[src/design/assert_macros.svh]
// assertion helpers; every use expects clk and rst in scope
`ifndef ASSERT_MACROS_SVH
`define ASSERT_MACROS_SVH

// same-cycle implication, checked outside reset
`define SLD_ASSERT_NOW(label, ante, cons) \
  label: assert property (@(posedge clk) disable iff (rst) (ante) |-> (cons)) \
    else $error("sld assertion failed");

// next-cycle implication, checked outside reset
`define SLD_ASSERT_NEXT(label, ante, cons) \
  label: assert property (@(posedge clk) disable iff (rst) (ante) |=> (cons)) \
    else $error("sld assertion failed");

`endif

[src/design/sld_pkg.sv]
`default_nettype none

package sld_pkg;

  // frame status codes carried by the result word
  typedef enum logic [1:0] {
    FS_NONE     = 2'd0,
    FS_LEN_ERR  = 2'd1,
    FS_NO_BRACE = 2'd2,
    FS_GOOD     = 2'd3
  } frame_status_t;

  // configuration register indexes
  typedef enum logic [1:0] {
    CFG_SYNC_FIRST   = 2'd0,
    CFG_SYNC_SECOND  = 2'd1,
    CFG_LENGTH_LIMIT = 2'd2,
    CFG_UNUSED       = 2'd3
  } cfg_index_t;

  localparam logic [7:0]  SYNC_FIRST_RST   = 8'hA5;
  localparam logic [7:0]  SYNC_SECOND_RST  = 8'h5A;
  localparam logic [15:0] LENGTH_LIMIT_RST = 16'd8191;

  // text scanner view after the current byte
  typedef struct packed {
    logic        lead_good;
    logic        seq_found;
    logic [31:0] seq_value;
  } scan_info_t;

endpackage

`default_nettype wire

[src/design/sld_if.sv]
`default_nettype none

// received byte channel
interface sld_in_if;
  logic       valid;
  logic       ready;
  logic [7:0] rx_byte;
  modport source (output valid, output rx_byte, input ready);
  modport sink (input valid, input rx_byte, output ready);
endinterface

// result word channel
interface sld_out_if;
  logic        valid;
  logic        ready;
  logic        payload_valid;
  logic [7:0]  payload_byte;
  logic [15:0] payload_index;
  logic [1:0]  frame_status;
  logic [15:0] frame_length;
  logic        seq_found;
  logic [31:0] seq_value;
  logic        ack_request;
  modport source (output valid, output payload_valid, output payload_byte,
                  output payload_index, output frame_status, output frame_length,
                  output seq_found, output seq_value, output ack_request,
                  input ready);
  modport sink (input valid, input payload_valid, input payload_byte,
                input payload_index, input frame_status, input frame_length,
                input seq_found, input seq_value, input ack_request,
                output ready);
endinterface

// configuration write channel
interface sld_cfg_if;
  logic        valid;
  logic        ready;
  logic [1:0]  index;
  logic [15:0] data;
  modport source (output valid, output index, output data, input ready);
  modport sink (input valid, input index, input data, output ready);
endinterface

`default_nettype wire

[src/design/sync_length_deframer_seq_extract_top.sv]
`default_nettype none

// Byte deframer: hunts for two sync bytes, reads a 16-bit little-endian
// length and passes that many payload bytes through while checking that the
// text opens with a brace and parsing the first "seq" number. Every accepted
// byte gives exactly one result word; the last payload byte of a frame also
// carries the frame status, length, seq and ack request, and a second length
// byte that fails the length check carries FS_LEN_ERR. Throughput is one byte
// per clock while the result register is free: a byte is held in the input
// register, decoded by the framing and text-scan logic, and written into the
// result register once that register is free. The input keeps flowing while a
// result waits as long as the result register frees up. Configuration writes
// are always taken and apply at once; write them only while no bytes are in
// flight.
module sync_length_deframer_seq_extract_top (
  input wire logic  clk,
  input wire logic  rst,
  sld_in_if.sink    rx,
  sld_out_if.source res,
  sld_cfg_if.sink   cfg
);
  import sld_pkg::*;

  `include "assert_macros.svh"

  typedef enum logic [2:0] {
    PH_SYNC1,
    PH_SYNC2,
    PH_LEN1,
    PH_LEN2,
    PH_PAYLOAD
  } phase_t;

  logic [7:0]  sync_first, sync_second;
  logic [15:0] length_limit;

  phase_t      phase, phase_next;
  logic [15:0] exp_len, exp_len_next;
  logic [15:0] pos, pos_next;

  logic        s0_valid;
  logic [7:0]  s0_byte;
  logic        out_free, advance;

  logic        scan_step, scan_clear;
  scan_info_t  info;

  logic [15:0] len_word, pos_inc;
  logic        len_ok;
  logic        r_pv, r_found, r_ack;
  logic [7:0]  r_byte;
  logic [15:0] r_index, r_len;
  logic [1:0]  r_status;
  logic [31:0] r_seq;
  logic        found_now;

  assign out_free = !res.valid || res.ready;
  assign advance  = s0_valid && out_free;
  assign rx.ready = !s0_valid || out_free;
  assign cfg.ready = 1'b1;

  // configuration registers
  always_ff @(posedge clk) begin
    if (rst) begin
      sync_first   <= SYNC_FIRST_RST;
      sync_second  <= SYNC_SECOND_RST;
      length_limit <= LENGTH_LIMIT_RST;
    end else if (cfg.valid) begin
      unique case (cfg_index_t'(cfg.index))
        CFG_SYNC_FIRST:   sync_first <= cfg.data[7:0];
        CFG_SYNC_SECOND:  sync_second <= cfg.data[7:0];
        CFG_LENGTH_LIMIT: length_limit <= cfg.data;
        default: begin
        end
      endcase
    end
  end

  // input register
  always_ff @(posedge clk) begin
    if (rst) begin
      s0_valid <= 1'b0;
    end else if (rx.valid && rx.ready) begin
      s0_valid <= 1'b1;
    end else if (advance) begin
      s0_valid <= 1'b0;
    end
  end

  always_ff @(posedge clk) begin
    if (rx.valid && rx.ready) s0_byte <= rx.rx_byte;
  end

  // scanner controls, kept apart from the decode that reads its view
  assign scan_clear = advance && (phase == PH_LEN2) && len_ok;
  assign scan_step  = advance && (phase != PH_SYNC1) && (phase != PH_SYNC2) &&
                      (phase != PH_LEN1) && (phase != PH_LEN2);

  sld_scan u_scan (
    .clk   (clk),
    .rst   (rst),
    .step  (scan_step),
    .clear (scan_clear),
    .data  (s0_byte),
    .info  (info)
  );

  assign len_word  = {s0_byte, exp_len[7:0]};
  assign len_ok    = (len_word != 16'd0) && (len_word <= length_limit);
  assign pos_inc   = pos + 16'd1;
  assign found_now = info.lead_good && info.seq_found;

  // framing decode for the byte in the input register
  always_comb begin
    phase_next   = phase;
    exp_len_next = exp_len;
    pos_next     = pos;
    r_pv         = 1'b0;
    r_byte       = 8'd0;
    r_index      = 16'd0;
    r_status     = FS_NONE;
    r_len        = 16'd0;
    r_found      = 1'b0;
    r_seq        = 32'd0;
    r_ack        = 1'b0;
    if (advance) begin
      unique case (phase)
        PH_SYNC1: begin
          if (s0_byte == sync_first) phase_next = PH_SYNC2;
        end
        PH_SYNC2: begin
          if (s0_byte == sync_second) phase_next = PH_LEN1;
          else if (s0_byte == sync_first) phase_next = PH_SYNC2;
          else phase_next = PH_SYNC1;
        end
        PH_LEN1: begin
          exp_len_next = {8'd0, s0_byte};
          phase_next   = PH_LEN2;
        end
        PH_LEN2: begin
          pos_next = 16'd0;
          if (!len_ok) begin
            r_status     = FS_LEN_ERR;
            phase_next   = PH_SYNC1;
            exp_len_next = 16'd0;
          end else begin
            exp_len_next = len_word;
            phase_next   = PH_PAYLOAD;
          end
        end
        default: begin
          r_pv      = 1'b1;
          r_byte    = s0_byte;
          r_index   = pos;
          pos_next  = pos_inc;
          if (pos_inc >= exp_len) begin
            r_status     = info.lead_good ? FS_GOOD : FS_NO_BRACE;
            r_len        = exp_len;
            r_found      = found_now;
            r_seq        = found_now ? info.seq_value : 32'd0;
            r_ack        = found_now && (info.seq_value != 32'd0);
            phase_next   = PH_SYNC1;
            exp_len_next = 16'd0;
            pos_next     = 16'd0;
          end
        end
      endcase
    end
  end

  // framing state
  always_ff @(posedge clk) begin
    if (rst) begin
      phase   <= PH_SYNC1;
      exp_len <= 16'd0;
      pos     <= 16'd0;
    end else begin
      phase   <= phase_next;
      exp_len <= exp_len_next;
      pos     <= pos_next;
    end
  end

  // result register
  always_ff @(posedge clk) begin
    if (rst) begin
      res.valid <= 1'b0;
    end else if (advance) begin
      res.valid <= 1'b1;
    end else if (res.ready) begin
      res.valid <= 1'b0;
    end
  end

  always_ff @(posedge clk) begin
    if (advance) begin
      res.payload_valid <= r_pv;
      res.payload_byte  <= r_byte;
      res.payload_index <= r_index;
      res.frame_status  <= r_status;
      res.frame_length  <= r_len;
      res.seq_found     <= r_found;
      res.seq_value     <= r_seq;
      res.ack_request   <= r_ack;
    end
  end

  // checks
  `SLD_ASSERT_NOW(a_seq_only_good, res.valid && res.seq_found, res.frame_status == FS_GOOD)
  `SLD_ASSERT_NOW(a_ack_needs_seq, res.valid && res.ack_request,
                  res.seq_found && (res.seq_value != 32'd0))
  `SLD_ASSERT_NOW(a_len_err_no_payload, res.valid && (res.frame_status == FS_LEN_ERR),
                  !res.payload_valid)
  `SLD_ASSERT_NEXT(a_stage_holds, s0_valid && !out_free, s0_valid && $stable(s0_byte))

endmodule

`default_nettype wire

[src/design/sld_scan.sv]
`default_nettype none

module sld_scan (
  input  wire logic              clk,
  input  wire logic              rst,
  input  wire logic              step,
  input  wire logic              clear,
  input  wire logic [7:0]        data,
  output sld_pkg::scan_info_t    info
);
  import sld_pkg::*;

  typedef enum logic [1:0] {
    LEAD_PENDING,
    LEAD_GOOD,
    LEAD_BAD
  } lead_t;

  typedef enum logic [2:0] {
    VP_KEY,
    VP_PRECOLON,
    VP_POSTCOLON,
    VP_DIGITS,
    VP_FOUND,
    VP_FAILED
  } value_phase_t;

  localparam logic [2:0] KeyLen = 3'd5;

  logic         ended, ended_next;
  lead_t        lead, lead_next;
  logic [2:0]   key_cnt, key_cnt_next;
  value_phase_t vphase, vphase_next;
  logic [31:0]  acc, acc_next;
  logic         digit, digit_next;

  logic         is_space, is_digit;
  logic [3:0]   digit_val;
  logic [7:0]   key_char;

  // "seq" with its quotes
  function automatic logic [7:0] key_at(input logic [2:0] idx);
    logic [7:0] ch;
    unique case (idx)
      3'd0: ch = 8'h22;
      3'd1: ch = 8'h73;
      3'd2: ch = 8'h65;
      3'd3: ch = 8'h71;
      3'd4: ch = 8'h22;
      default: ch = 8'h00;
    endcase
    return ch;
  endfunction

  assign is_space  = (data == 8'h20) || (data == 8'h09) || (data == 8'h0D) || (data == 8'h0A);
  assign is_digit  = (data >= 8'h30) && (data <= 8'h39);
  assign digit_val = data[3:0];
  assign key_char  = key_at(key_cnt);

  // next text state for the current byte
  always_comb begin
    ended_next   = ended;
    lead_next    = lead;
    key_cnt_next = key_cnt;
    vphase_next  = vphase;
    acc_next     = acc;
    digit_next   = digit;
    if (clear) begin
      ended_next   = 1'b0;
      lead_next    = LEAD_PENDING;
      key_cnt_next = 3'd0;
      vphase_next  = VP_KEY;
      acc_next     = 32'd0;
      digit_next   = 1'b0;
    end else if (step && !ended) begin
      if (data == 8'h00) begin
        ended_next = 1'b1;
      end else begin
        if (lead == LEAD_PENDING && !is_space) begin
          lead_next = (data == 8'h7B) ? LEAD_GOOD : LEAD_BAD;
        end
        unique case (vphase)
          VP_KEY: begin
            if (key_cnt < KeyLen && data == key_char) begin
              key_cnt_next = key_cnt + 3'd1;
              if (key_cnt_next == KeyLen) vphase_next = VP_PRECOLON;
            end else begin
              key_cnt_next = (data == key_at(3'd0)) ? 3'd1 : 3'd0;
            end
          end
          VP_PRECOLON: begin
            if (data == 8'h3A) vphase_next = VP_POSTCOLON;
            else if (!is_space) vphase_next = VP_FAILED;
          end
          VP_POSTCOLON: begin
            if (is_digit) begin
              acc_next    = {28'd0, digit_val};
              digit_next  = 1'b1;
              vphase_next = VP_DIGITS;
            end else if (!is_space) begin
              vphase_next = VP_FAILED;
            end
          end
          VP_DIGITS: begin
            // times ten as two shifts
            if (is_digit) acc_next = {acc[28:0], 3'b000} + {acc[30:0], 1'b0} + {28'd0, digit_val};
            else vphase_next = VP_FOUND;
          end
          default: begin
          end
        endcase
      end
    end
  end

  // state registers
  always_ff @(posedge clk) begin
    if (rst) begin
      ended   <= 1'b0;
      lead    <= LEAD_PENDING;
      key_cnt <= 3'd0;
      vphase  <= VP_KEY;
      acc     <= 32'd0;
      digit   <= 1'b0;
    end else begin
      ended   <= ended_next;
      lead    <= lead_next;
      key_cnt <= key_cnt_next;
      vphase  <= vphase_next;
      acc     <= acc_next;
      digit   <= digit_next;
    end
  end

  assign info.lead_good = (lead_next == LEAD_GOOD);
  assign info.seq_found = ((vphase_next == VP_DIGITS) || (vphase_next == VP_FOUND)) && digit_next;
  assign info.seq_value = acc_next;

endmodule

`default_nettype wire
[src/flat_wrapper.sv]
// flat-port wrapper written by rule: the top's interface ports become plain ports
module sync_length_deframer_seq_extract_top_flat import sld_pkg::*;
  (clk, rst, rx_valid, rx_rx_byte, rx_ready, res_valid, res_payload_valid, res_payload_byte, res_payload_index, res_frame_status, res_frame_length, res_seq_found, res_seq_value, res_ack_request, res_ready, cfg_valid, cfg_index, cfg_data, cfg_ready);
  sld_in_if rx_i ();
  sld_out_if res_i ();
  sld_cfg_if cfg_i ();
  input wire logic clk;
  input wire logic rst;
  input wire logic [$bits(rx_i.valid)-1:0] rx_valid;
  input wire logic [$bits(rx_i.rx_byte)-1:0] rx_rx_byte;
  output wire logic [$bits(rx_i.ready)-1:0] rx_ready;
  output wire logic [$bits(res_i.valid)-1:0] res_valid;
  output wire logic [$bits(res_i.payload_valid)-1:0] res_payload_valid;
  output wire logic [$bits(res_i.payload_byte)-1:0] res_payload_byte;
  output wire logic [$bits(res_i.payload_index)-1:0] res_payload_index;
  output wire logic [$bits(res_i.frame_status)-1:0] res_frame_status;
  output wire logic [$bits(res_i.frame_length)-1:0] res_frame_length;
  output wire logic [$bits(res_i.seq_found)-1:0] res_seq_found;
  output wire logic [$bits(res_i.seq_value)-1:0] res_seq_value;
  output wire logic [$bits(res_i.ack_request)-1:0] res_ack_request;
  input wire logic [$bits(res_i.ready)-1:0] res_ready;
  input wire logic [$bits(cfg_i.valid)-1:0] cfg_valid;
  input wire logic [$bits(cfg_i.index)-1:0] cfg_index;
  input wire logic [$bits(cfg_i.data)-1:0] cfg_data;
  output wire logic [$bits(cfg_i.ready)-1:0] cfg_ready;
  assign rx_i.valid = rx_valid;
  assign rx_i.rx_byte = rx_rx_byte;
  assign rx_ready = rx_i.ready;
  assign res_valid = res_i.valid;
  assign res_payload_valid = res_i.payload_valid;
  assign res_payload_byte = res_i.payload_byte;
  assign res_payload_index = res_i.payload_index;
  assign res_frame_status = res_i.frame_status;
  assign res_frame_length = res_i.frame_length;
  assign res_seq_found = res_i.seq_found;
  assign res_seq_value = res_i.seq_value;
  assign res_ack_request = res_i.ack_request;
  assign res_i.ready = res_ready;
  assign cfg_i.valid = cfg_valid;
  assign cfg_i.index = cfg_index;
  assign cfg_i.data = cfg_data;
  assign cfg_ready = cfg_i.ready;
  sync_length_deframer_seq_extract_top u_core (.clk(clk), .rst(rst), .rx(rx_i), .res(res_i), .cfg(cfg_i));
endmodule
[config.mk]
export PLATFORM = sky130hd
export DESIGN_NAME = sync_length_deframer_seq_extract_top_flat
export DESIGN_NICKNAME = d
export VERILOG_FILES = /design/src/design/sld_pkg.sv /design/src/design/sld_if.sv /design/src/design/sync_length_deframer_seq_extract_top.sv /design/src/design/sld_scan.sv /design/src/flat_wrapper.sv
export VERILOG_INCLUDE_DIRS = /design/src /design/src/design
export SDC_FILE = /design/constraint.sdc
export NUM_CORES = 1
export LEC_CHECK = 0
export BUFFER_PORTS_ARGS = -buffer_cell sky130_fd_sc_hd__buf_2
export CAP_MARGIN = 20
export CORE_ASPECT_RATIO = 1.5
export CORE_MARGIN = 2
export CORE_UTILIZATION = 33
export DETAILED_ROUTE_END_ITERATION = 12
export GPL_TIMING_DRIVEN = 0
export PLACE_DENSITY = 0.62
export SLEW_MARGIN = 5
export SYNTH_ARGS = -nofsm -noshare
export SYNTH_HDL_FRONTEND = slang
export SYNTH_SLANG_ARGS = --single-unit
export TNS_END_PERCENT = 1
[constraint.sdc]
create_clock -name clk -period 4.5 [get_ports clk]
set_clock_uncertainty 0.1 [all_clocks]
set_input_delay 0.675 -clock clk [delete_from_list [all_inputs] [get_ports clk]]
set_output_delay 0.675 -clock clk [all_outputs]
set_load 0.02 [all_outputs]
-- Yosys cells after proc, flatten, opt, wreduce, memory -nomap -nowiden
Index checks and enable logic that the tools add are counted.
- bits in registers: 196
- output and inout port bits: 80
- input bits: 31
- add/sub/neg operators: 4
- $lt $le $gt $ge: 5
- bitwise operators: 5
- reductions and logical operators: 55
- equality and inequality tests: 31
- mux-type cells: 49
- operator list (operator ; number):
    32-bit two-way mux ; 5
    32-bit case mux with 2 select lines ; 1
    16-bit two-way mux ; 3
    16-bit case mux with 3 select lines ; 1
    3-bit two-way mux ; 14
    32-bit adder ; 1
    32-bit by 4-bit adder with 32-bit output ; 1
    16-bit case mux with 2 select lines ; 1
    32-bit nonzero test ; 1
    7-bit case mux with 4 select lines ; 1
    8-bit by 4-bit == test with 1-bit output (second input constant) ; 3
    8-bit by 6-bit == test with 1-bit output (second input constant) ; 3
    8-bit == test ; 3
    3-bit case mux with 4 select lines ; 2
    3-bit by 2-bit == test with 1-bit output (second input constant) ; 7
    16-bit by 1-bit adder with 16-bit output (second input constant) ; 1
    16-bit greater-or-equal comparator ; 1
    16-bit <= comparator ; 1
    1-bit logical AND ; 16
    16-bit nonzero test ; 1
    1-bit two-way mux ; 14
    2-bit two-way mux ; 6
    2-bit AND reduction ; 5
    3-bit by 1-bit == test with 1-bit output (second input constant) ; 3
    29 further kinds ; 54

-- Longest topological paths before layout
Gate-level depths: netlist of run 1.
- depth after elaboration: 16
- depth in mapped cells: 17
- mapped depth without buffers: 16

-- Hierarchy
Synthesis of run 1 repeated with hierarchy kept, for this count alone.
- cells, all modules: 1220
- area, all modules: 11433.5 um^2
- by module, submodules not included (module ; instances ; cells each ; sequential area each (um^2) ; area each (um^2)):
    sync_length_deframer_seq_extract_top ; 1 ; 644 ; 3933.8 ; 6998.0
    sld_scan ; 1 ; 576 ; 840.8 ; 4435.5

-- Least setup slack after synthesis of run 1
No wires, ideal clock.
- path kind: input port to flip-flop
- start: input port res_ready
- end: register u_core.pos[12]
- path buffers: 2
- slack: 261 ps
- stages on the path: 8
- data arrival time: 4012 ps
- path through: or2b_2 nand2_1 clkinv_1 and3_1 clkbuf_1 buf_1 a22oi_1 nor2_1
- word-level cells in the longest chain between the ends: 3
- RTL lines (element ; line ; RTL):
    from (decl) ; flat_wrapper.sv:21 ; input wire logic [$bits(res_i.ready)-1:0] res_ready;
    1-bit logical OR ; sync_length_deframer_seq_extract_top.sv:57 ; assign out_free = !res.valid || res.ready;
    1-bit logical AND ; sync_length_deframer_seq_extract_top.sv:58 ; assign advance = s0_valid && out_free;
    named net u_core.advance ; sync_length_deframer_seq_extract_top.sv:43 ; logic out_free, advance;
    2-bit AND reduction (no line) ; - ;
    to (signal assigned) ; sync_length_deframer_seq_extract_top.sv:180 ; pos <= pos_next;
    to (decl) ; sync_length_deframer_seq_extract_top.sv:39 ; logic [15:0] pos, pos_next;
The timed path passes the listed nets, and every way through them passes these cells.
A chain may end at the register's enable or synchronous reset.

-- Final worst setup path of run 1
- start: register u_core.s0_byte[3]
- end: register u_core.res.ack_request (data pin)
- word-level cells in the longest chain between the ends: 15
- elaborated cells between the ends (all ways): 55
- those cells by class: add/sub (1); order compare (3); eq/ne (10); mux (25); reduce/logical (16)
- RTL lines (element ; line ; RTL):
    from (decl) ; sync_length_deframer_seq_extract_top.sv:42 ; logic [7:0] s0_byte;
    from (signal assigned) ; sync_length_deframer_seq_extract_top.sv:91 ; if (rx.valid && rx.ready) s0_byte <= rx.rx_byte;
    branches (longest 14 deep; another with 32-bit by 4-bit adder with 32-bit output) ; - ;
    1-bit logical AND (*) ; sync_length_deframer_seq_extract_top.sv:161 ; r_ack = found_now && (info.seq_value != 32'd0);
    to (signal assigned) ; sync_length_deframer_seq_extract_top.sv:204 ; res.ack_request <= r_ack;
    to (decl) ; sld_if.sv:26 ; output seq_found, output seq_value, output ack_request,
Mark *: on every way between the ends.

==> results of run 1 <==
## power by group
part	switching [mW]	internal [mW]	total (mW)
sequential	0.0212	1.90	1.92
combinational	0.165	0.0780	0.243
clock	0.775	0.736	1.51
total	0.961	2.71	3.67
## flip-flops by register name, summed over array words and instances (netlist names), 2 cells and up
name,count
u_core.sync_second,8
u_core.res.frame_length,16
u_core.u_scan.lead,2
u_core.exp_len,16
u_core.u_scan.key_cnt,3
u_core.res.payload_byte,8
u_core.res.frame_status,2
u_core.length_limit,16
u_core.sync_first,8
u_core.u_scan.vphase,3
u_core.u_scan.acc,32
u_core.phase,3
u_core.pos,16
u_core.res.payload_index,16
u_core.res.seq_value,32
u_core.s0_byte,8
## placed cells by master, fill, tap and decap left out, drive strengths merged, types with 28 or more instances in the layout
master	count
o21ai	28
inv	57
ha	96
edfxtp	85
a21oi	86
nor2	133
clkbuf	59
dfxtp	111
nand3	33
nand2	81
xor2	29
and2	45
buf	133
## cell type report
| class | instances | area (um^2) | area share (%) |
|---|---|---|---|
| well taps | 420 | 526 | 4.10 |
| multi-input cells | 853 | 5890 | 45.9 |
| plain buffers | 62 | 292 | 2.27 |
| repair buffers | 113 | 576 | 4.49 |
| inverters | 50 | 193 | 1.50 |
| clock inverters | 15 | 141 | 1.10 |
| clock buffers | 17 | 425 | 3.32 |
| flip-flops and latches | 196 | 4780 | 37.3 |
## through the flow
stage               instance area [um^2]  cells
finish                             12800   1726
global route                       12800   1726
CTS                                12800   1723
detailed placement                 12100   1689
global placement                   12100   1689
floorplan                          11100   1161
## kinds of logic (layout without fill, tap and decap cells)
logic type               Yosys count  after routing  synth area share [%]
XOR/XNOR                          56             56                  4.44
multiplexers                       9              9                 0.815
buffers and inverters            112            257                  4.24
flip-flops                       196            196                  43.2
AO/OA/AOI/OAI                    249            249                  15.3
other                              1              1                0.0339
AND/OR/NAND/NOR                  440            440                  20.8
adder cells (fa/ha/maj)           98             98                  11.2
## repair_timing
action | 4_1_cts | 5_1_grt
setup buffers | 2 | 2
endpoints found under the setup margin | 43 | 52
gates cloned | 0 | 0
pin swaps | 1 | 3
endpoints found under the hold margin | 0 | 0
hold buffers | 0 | 0
resized for setup | 11 | 13
## per-layer routing
metal,vias to the layer above,part of all wire [%],GRT usage (%),routed length [um]
li1,4451,-,-,-
met1,4330,38,19.0,12000
met2,214,54,34.0,17000
met3,69,3.3,2.83,1020
met4,0,4.3,8.43,1340
met5,-,0,0,0
## worst paths after layout
check	end	cells after the start	slack, ps	startpoint
hold / removal	u_core.s0_byte[4]$_DFFE_PP_	1	300	rx_rx_byte[4]
hold reg to reg	u_core.length_limit[13]$_SDFFE_PP0P_	2	360	u_core.length_limit[13]$_SDFFE_PP0P_
setup / recovery	u_core.res.ack_request$_SDFFCE_PP0P_	17	60	u_core.s0_byte[3]$_DFFE_PP_
setup reg to reg	u_core.res.ack_request$_SDFFCE_PP0P_	17	60	u_core.s0_byte[3]$_DFFE_PP_
==> results by group, run 1 <==
CTS
  • H-tree depth: 4
  • Clock Sinks: approximately 200
  • Root Driver: clkbuf_16
  • Inserted Clock Buffers: 17
  • CTS tree: done
  • Max clock buf depth: 2
  • Reg clk slew, reported paths: about 70 ps
  • Latest clock arrival within the worst-skew pair: between 400 and 500 ps

Synthesis
  • Seq/Total Area, Yosys: 43.2%
  • Primary FF master, synth: dfxtp_1
  • FF+latch count, synth: slightly below 200
  • Most common cell in the netlist: nor2_1
  • Post-synth top area share: ~23%
  • Synth unique cells: between 80 and 90
  • Commonest cells post-synth: nor2_1 (132), dfxtp_1 (111), ha_1 (96), a21oi_1 (85), edfxtp_1 (85)
  • Syn Inst Count: 1161
  • Synth area leaders: edfxtp_1 (23%), dfxtp_1 (20%), ha_1 (11%)
  • EDFF count, synth: 85
  • Synth Net Count: between 1k and 1.5k
  • Post-synth top area cell: edfxtp_1
  • Synth async-reset ratio: 0%
  • Mean Syn Cell Area: around 9.5 um^2
  • Synth Warn #: 0
  • Synth Cell Area: around 0.011 mm^2

Power
  • Power per Cell Area: 287 mW/mm^2
  • Worst vdd ir: 0.000266 V
  • Leak: between 5 and 6 nW
  • Overall Power: about 3.7 mW

Worst setup path
  • CP max FO: 10
  • Startpoint types: flip-flop
  • CP Data Required Time: 4550 ps
  • Critical path type: flip-flop to flip-flop
  • WP data arrival: about 4500 ps
  • CP Cell Sequence: buf_6 -> inv_1 -> fa_1 -> inv_1 -> fa_1 -> a211oi_2 -> o31ai_1 -> o21ai_2 -> a21oi_2 -> o31ai_4 -> buf_4 -> o2bb2ai_1 -> o21ai_1 -> mux2i_1 -> nand4b_1 -> nor4_2 -> a31oi_1
  • CP delay by family, top: compound AO/OA/AOI/OAI gates
  • CP Capture Type: flip-flop
  • Slowest stage delay, CP: about 480 ps
  • Slowest cell on the critical path: fa_1
  • Crit path buf inv count: 4

Routing
  • Drt wl/cell: approximately 18 um
  • DR vias: 9064
  • Final routed DRC violation total: 0
  • DRT iter0 DRCs: ~620
  • Final ANT Viol Nets: 0
  • Final wirelength: roughly 31000 um
  • First-pass DRT Iterations: 6
  • Drt via density: roughly 5.3

STA
  • Final WS setup: approximately 63 ps
  • Fin. max-slew vios: 0
  • Hold Slack: around 300 ps
  • Slew @ Worst Pin: approximately 880 ps
  • Number of endpoints failing setup at the final stage: 0
  • Max_slew headroom: 41.4%
  • Final hold vios: 0
  • Fmax: around 230 MHz
  • RSZ-0062 raised after global routing: true
  • Crit path time final: between 4000 and 5000 ps
  • Period utilisation layout: between 90% and 100%
  • Sum of negative setup slack: 0 ps

Finish
  • Area growth from synthesis to layout: 15.9%
  • Fin util: 38.6%
  • Ant diodes: 0
  • Fillers: between 3k and 4k
  • Proportion of layout cells with a drive suffix above 1: between 10% and 20%
  • NumNets Final: between 1k and 1.5k

Placement
  • Place WS: -533 ps
  • Post-DP HPWL: roughly 24000 um
  • IO Port Bufs: 108
  • RePlAce Congestion: about 0.86

Floorplan
  • Row count: 82
  • I/O Pins: approximately 110
  • Die area: between 0.03 and 0.04 mm^2
  • Die H: about 230 um
  • Core area: about 0.033 mm^2
  • Initial cell density of the core: about a third
  • Die Wd: 153 um

Global routing
  • Gr usage total: between 15 and 20%
  • Global-route wire length before repair: ~49000 um
  • Overflow after GRT: 0
  • Largest net degree at the start of global routing: between 80 and 90
  • Initial antenna violation count: 0
  • Vias in the first global route: around 9.2k

Status
  • Status: finished clean

Run
  • Max-cap viol count: 0

Min path
  • Hold Path Class: primary input to flip-flop
Note: power is estimated with default switching activity, not from simulation.
==> run 2, diff against run 1 <==
PLACE_DENSITY = 0.61   (was 0.62)
clock period = 4.8 ns   (was 4.5 ns; I/O delays follow)
==> results by group, run 2 (synthesis results as in run 1) <==
STA
  • Period utilisation layout: 94.7% (-3.9 points)
  • Fin. max-slew vios: 0 (unchanged)
  • Sum of negative setup slack: 0 ps (unchanged)
  • Max_slew headroom: 43.2% (+1.8 points)
  • Number of endpoints failing setup at the final stage: 0 (unchanged)
  • Final WS setup: 254 ps (+192 ps)
  • Fmax: 220 MHz (-2.4%)
  • Final hold vios: 0 (unchanged)
  • RSZ-0062 raised after global routing: true
  • Hold Slack: 338 ps (+33.8 ps)
  • Crit path time final: 4550 ps (+108 ps)
  • Slew @ Worst Pin: 849 ps (-26.5 ps)

Routing
  • Drt via density: 5.26 (+0.17%)
  • Final wirelength: 31600 um (+0.65%)
  • Final routed DRC violation total: 0 (unchanged)
  • DRT iter0 DRCs: 518 (-17%)
  • Final ANT Viol Nets: 0 (unchanged)
  • DR vias: 9064 (unchanged)
  • First-pass DRT Iterations: 5 (-1)
  • Drt wl/cell: 18.3 um (+0.82%)

Global routing
  • Vias in the first global route: 9237 (+0.65%)
  • Gr usage total: 18.0% (+0.14 points)
  • Initial antenna violation count: 0 (unchanged)
  • Overflow after GRT: 0 (unchanged)
  • Largest net degree at the start of global routing: 85 (unchanged)
  • Global-route wire length before repair: 49200 um (-0.11%)

Power
  • Worst vdd ir: 0.000260 V (-2.5%)
  • Overall Power: 3.56 mW (-3.2%)
  • Power per Cell Area: 278 mW/mm^2 (-3.2%)
  • Leak: 5.30 nW (about the same)

Min path
  • Hold Path Class: primary input to flip-flop
  • HP Start: rx_rx_byte[2]
  • Worst hold path stage count: 1 (unchanged)

Finish
  • NumNets Final: 1419 (-0.21%)
  • Area of the multi-input gates: 0.00586 mm^2 (-0.43%)
  • Biggest regs: u_core.res.seq_value (32), u_core.u_scan.acc (32)
  • Fillers: 3399 (+1.2%)
  • Area growth from synthesis to layout: 15.9% (about the same)
  • Non-filler cells, final: 1723 (-0.17%)
  • FF/Latch Area: 0.00478 mm^2 (unchanged)
  • Leading cell type in the layout, fill and taps excluded: nor2_1
  • Proportion of layout cells with a drive suffix above 1: 15.3% (-0.81 points)
  • Ant diodes: 0 (unchanged)
  • Most frequent cells in the layout: nor2_1 (131), buf_2 (122), dfxtp_1 (110)

Run
  • Max-cap viol count: 0 (unchanged)

CTS
  • CTS tree: done
  • Reg clk slew, reported paths: 70 ps (about the same)
  • Root Driver: clkbuf_16
  • Cts hold-fix bufs: 0 (unchanged)
  • Inserted Clock Buffers: 17 (unchanged)
  • Clock Sinks: 196 (unchanged)
  • Max clock buf depth: 2 (unchanged)
  • Latest clock arrival within the worst-skew pair: 460 ps (about the same)
  • H-tree depth: 4 (unchanged)

Placement
  • RePlAce Congestion: 0.862 (about the same)
  • Post-DP HPWL: 24400 um (+1.4%)
  • IO Port Bufs: 108 (unchanged)
  • Place WS: -247 ps (+286 ps)
  • Placed cells: 1689 (unchanged)

Worst setup path
  • R2r startpoint: u_core.s0_byte[3]$_DFFE_PP_
  • CP Capture Type: flip-flop
  • CP Data Required Time: 4870 ps (+320 ps)
  • Startpoint types: flip-flop
  • WP data arrival: 4610 ps (+120 ps)
  • CP max FO: 10 (unchanged)
  • CP startpoint: u_core.s0_byte[3]$_DFFE_PP_
  • Worst r2r path cells: 16 (-1)
  • Critical path type: flip-flop to flip-flop

Floorplan
  • Core area: 0.0332 mm^2 (unchanged)
  • Die area: 0.0350 mm^2 (unchanged)
  • Row count: 82 (unchanged)
  • Die Wd: 153 um (unchanged)
  • Die H: 228 um (unchanged)
  • I/O Pins: 111 (unchanged)
  • Initial cell density of the core: 33.3% (unchanged)

Status
  • Status: finished clean
==> run 2: final cells by class <==
type / instances / area share [%]
timing repair buffer: 110 / 4.32
sequential: 196 / 37.3
multi-input combinational: 853 / 45.8
clock inverter: 13 / 1.44
tap: 420 / 4.10
inverter: 50 / 1.50
clock buffer: 19 / 3.38
buffer: 62 / 2.23
==> run 2: metal layers <==
layer	GRT usage, %	vias up	share of wire (%)	routed length, um
met5	0	-	0	0
met4	9.49	0	4.8	1500
met3	2.51	74	3.0	934
met2	35.0	195	55	17400
met1	18.4	4347	37	11800
li1	-	4448	-	-
==> run 2: stage by stage <==
| stage | util (%) | instance area (um^2) |
|---|---|---|
| 2_1_floorplan | - | 11100 |
| 3_3_place_gp | 36.5 | 12100 |
| 3_5_place_dp | 36.5 | 12100 |
| 4_1_cts | 38.4 | 12800 |
| 5_1_grt | 38.5 | 12800 |
| 6_report | 38.5 | 12800 |
==> run 2: repair_timing <==
item / in CTS / in global routing
gates resized for setup: 5 / 9
setup buffers: 1 / 0
pin swaps: 1 / 0
setup endpoints to repair: 23 / 48
==> run 2: worst max-delay path: stages (launching register included) <==
cell and delay, ps:
edfxtp_1 440, buf_4 250, inv_1 100, fa_1 480, inv_1 70, fa_1 470, a211oi_2 240, o31ai_1 170
o21ai_2 200, nand2_1 130, a31oi_1 380, xnor2_1 140, a22oi_1 350, nand2_1 90, nand4b_1 220, nor4_2 260
a31oi_1 170
==> run 2: path summary, 6_finish.rpt <==
check                                          to  slack [ps]
max          u_core.res.ack_request$_SDFFCE_PP0P_         250
min                   u_core.s0_byte[2]$_DFFE_PP_         340
max reg2reg  u_core.res.ack_request$_SDFFCE_PP0P_         250
min reg2reg  u_core.length_limit[15]$_SDFFE_PP0P_         350
==> run 2: where the power goes <==
part,leakage (nW),internal (mW),switching (mW),total (mW)
Sequential,1.68,1.78,0.0204,1.80
Clock,0.305,0.842,0.686,1.53
Combinational,3.32,0.0723,0.156,0.228
==> run 3, diff against run 2 <==
CORE_UTILIZATION = 30   (was 33)
PLACE_DENSITY = 0.57   (was 0.61)
==> results by group, run 3 (synthesis results as in run 1) <==
Power
  • Power per Cell Area: 273 mW/mm^2 (-1.8%)
  • Overall Power: 3.51 mW (-1.4%)
  • Worst vdd ir: 0.000163 V (-37%)
  • Leak: 5.28 nW (-0.40%)

Min path
  • Hold Path Class: primary input to flip-flop
  • Hold Path Sink: u_core.s0_byte[1]$_DFFE_PP_
  • Worst hold path stage count: 1 (unchanged)
  • HP Start: rx_rx_byte[1]

Global routing
  • Largest net degree at the start of global routing: 85 (unchanged)
  • Initial antenna violation count: 0 (unchanged)
  • Global-route wire length before repair: 49300 um (+0.24%)
  • Overflow after GRT: 0 (unchanged)
  • Gr usage total: 16.7% (-1.3 points)
  • Vias in the first global route: 8945 (-3.2%)

Worst setup path
  • WP data arrival: 4730 ps (+120 ps)
  • R2r startpoint: u_core.pos[0]$_SDFFE_PP0P_
  • CP Data Required Time: 4980 ps (+110 ps)
  • RR Endpoint: u_core.res.seq_value[2]$_SDFFCE_PP0P_
  • Worst r2r path cells: 17 (+1)
  • Critical path type: flip-flop to flip-flop
  • R2r setup slk: 250 ps (about the same)
  • Startpoint types: flip-flop
  • CP Capture Type: flip-flop
  • CP max FO: 10 (unchanged)

Finish
  • Biggest regs: u_core.res.seq_value (32), u_core.u_scan.acc (32)
  • Most frequent cells in the layout: nor2_1 (131), buf_2 (122), dfxtp_1 (111)
  • NumNets Final: 1418 (-0.070%)
  • Leading cell type in the layout, fill and taps excluded: nor2_1
  • Fin util: 35.2% (-3.4 points)
  • Fillers: 3823 (+12%)
  • Non-filler cells, final: 1786 (+3.7%)
  • Final instance area: 0.0129 mm^2 (+0.43%)
  • Ant diodes: 0 (unchanged)
  • Area growth from synthesis to layout: 16.4%
  • Proportion of layout cells with a drive suffix above 1: 15.1% (-0.22 points)

CTS
  • Inserted Clock Buffers: 17 (unchanged)
  • Latest clock arrival within the worst-skew pair: 470 ps (about the same)
  • Root Driver: clkbuf_16
  • Cts hold-fix bufs: 0 (unchanged)
  • Reg clk slew, reported paths: 80 ps (about the same)
  • CTS tree: done
  • H-tree depth: 4 (unchanged)
  • Max clock buf depth: 2 (unchanged)
  • Clock Sinks: 196 (unchanged)

Placement
  • IO Port Bufs: 108 (unchanged)
  • Place WS: -180 ps (+66.9 ps)
  • Placed cell areas: 0.0122 mm^2 (+0.66%)
  • Placed cells: 1753 (+3.8%)
  • RePlAce Congestion: 0.870 (+0.92%)
  • Post-DP HPWL: 24700 um (+1.2%)

Run
  • Max-cap viol count: 0 (unchanged)

Routing
  • Final routed DRC violation total: 0 (unchanged)
  • DR vias: 9031 (-0.36%)
  • Final ANT Viol Nets: 0 (unchanged)
  • Final wirelength: 32200 um (+2.2%)
  • DRT iter0 DRCs: 470 (-9.3%)
  • Drt wl/cell: 18.1 um (-1.4%)
  • Drt via density: 5.06 (-3.9%)
  • First-pass DRT Iterations: 5 (unchanged)

Floorplan
  • Initial cell density of the core: 30.2% (-3.0 points)
  • I/O Pins: 111 (unchanged)
  • Die Wd: 161 um (+4.8%)
  • Die H: 239 um (+4.8%)
  • Row count: 86 (+4.9%)
  • Die area: 0.0384 mm^2 (+9.8%)
  • Core area: 0.0366 mm^2 (+10%)

STA
  • Slew @ Worst Pin: 854 ps (+5.09 ps)
  • Max_slew headroom: 42.9% (-0.34 points)
  • Crit path time final: 4550 ps (+4.05 ps)
  • Fmax: 220 MHz (about the same)
  • Fin. max-slew vios: 0 (unchanged)
  • Final WS setup: 250 ps (-4.05 ps)
  • Final hold vios: 0 (unchanged)
  • Number of endpoints failing setup at the final stage: 0 (unchanged)
  • Hold Slack: 331 ps (-6.70 ps)
  • RSZ-0062 raised after global routing: true
  • Period utilisation layout: 94.8% (about the same)
  • Sum of negative setup slack: 0 ps (unchanged)

Status
  • Status: finished clean
-- run 3: critical path, cell delays in order (launching register included) --
cell,delay [ps]
dfxtp_1,460
ha_1,240
nand3_1,130
nor2_1,190
and3_1,220
and3_1,250
nand3_1,180
or2_2,360
xnor2_1,160
ha_1,300
nand3_1,70
a31oi_1,180
o22ai_2,160
nor2b_4,270
o211ai_1,210
a211o_2,430
buf_2,230
nor2_1,240
-- run 3: layout make-up --
class	count	area, um^2	area share (%)
inverter	50	193	1.50
timing repair buffer	109	546	4.24
buffer	62	285	2.22
clock inverter	14	166	1.29
clock buffer	18	429	3.34
sequential	196	4770	37.1
tap	484	606	4.71
multi-input combinational	853	5870	45.6
-- run 3: what timing repair did --
item | CTS | global route
resized for setup | 3 | 10
setup endpoints to repair | 30 | 40
setup buffers | 0 | 0
pin swaps | 0 | 1
-- run 3: worst max-delay path by stage --
| stage | from | end | slack, ps |
|---|---|---|---|
| after CTS | u_core.pos[0]$_SDFFE_PP0P_ | u_core.res.seq_value[31]$_SDFFCE_PP0P_ | 20 |
| final | u_core.pos[0]$_SDFFE_PP0P_ | u_core.res.seq_value[2]$_SDFFCE_PP0P_ | 250 |
| after detailed placement | u_core.pos[0]$_SDFFE_PP0P_ | u_core.res.seq_value[31]$_SDFFCE_PP0P_ | -180 |
| after global routing | u_core.pos[0]$_SDFFE_PP0P_ | u_core.res.seq_value[31]$_SDFFCE_PP0P_ | -3 |
| after global placement | res_ready | u_core.pos[7]$_SDFFE_PP0P_ | -1100 |
| after floorplan | res_ready | u_core.pos[12]$_SDFFE_PP0P_ | 520 |
-- run 3: report_power, final --
| group | switching [mW] | internal [mW] | leakage (nW) |
|---|---|---|---|
| Sequential | 0.0207 | 1.78 | 1.68 |
| Clock | 0.735 | 0.744 | 0.289 |
| Combinational | 0.154 | 0.0721 | 3.31 |
-- run 3: layer usage --
layer / GRT usage (%) / part of all wire (%) / vias to the layer above / routed length (um)
met5: 0 / 0 / - / 0
met4: 8.41 / 4.1 / 0 / 1310
met3: 2.64 / 2.9 / 70 / 921
met2: 32.2 / 54 / 194 / 17500
met1: 17.5 / 39 / 4324 / 12500
li1: - / - / 4443 / -
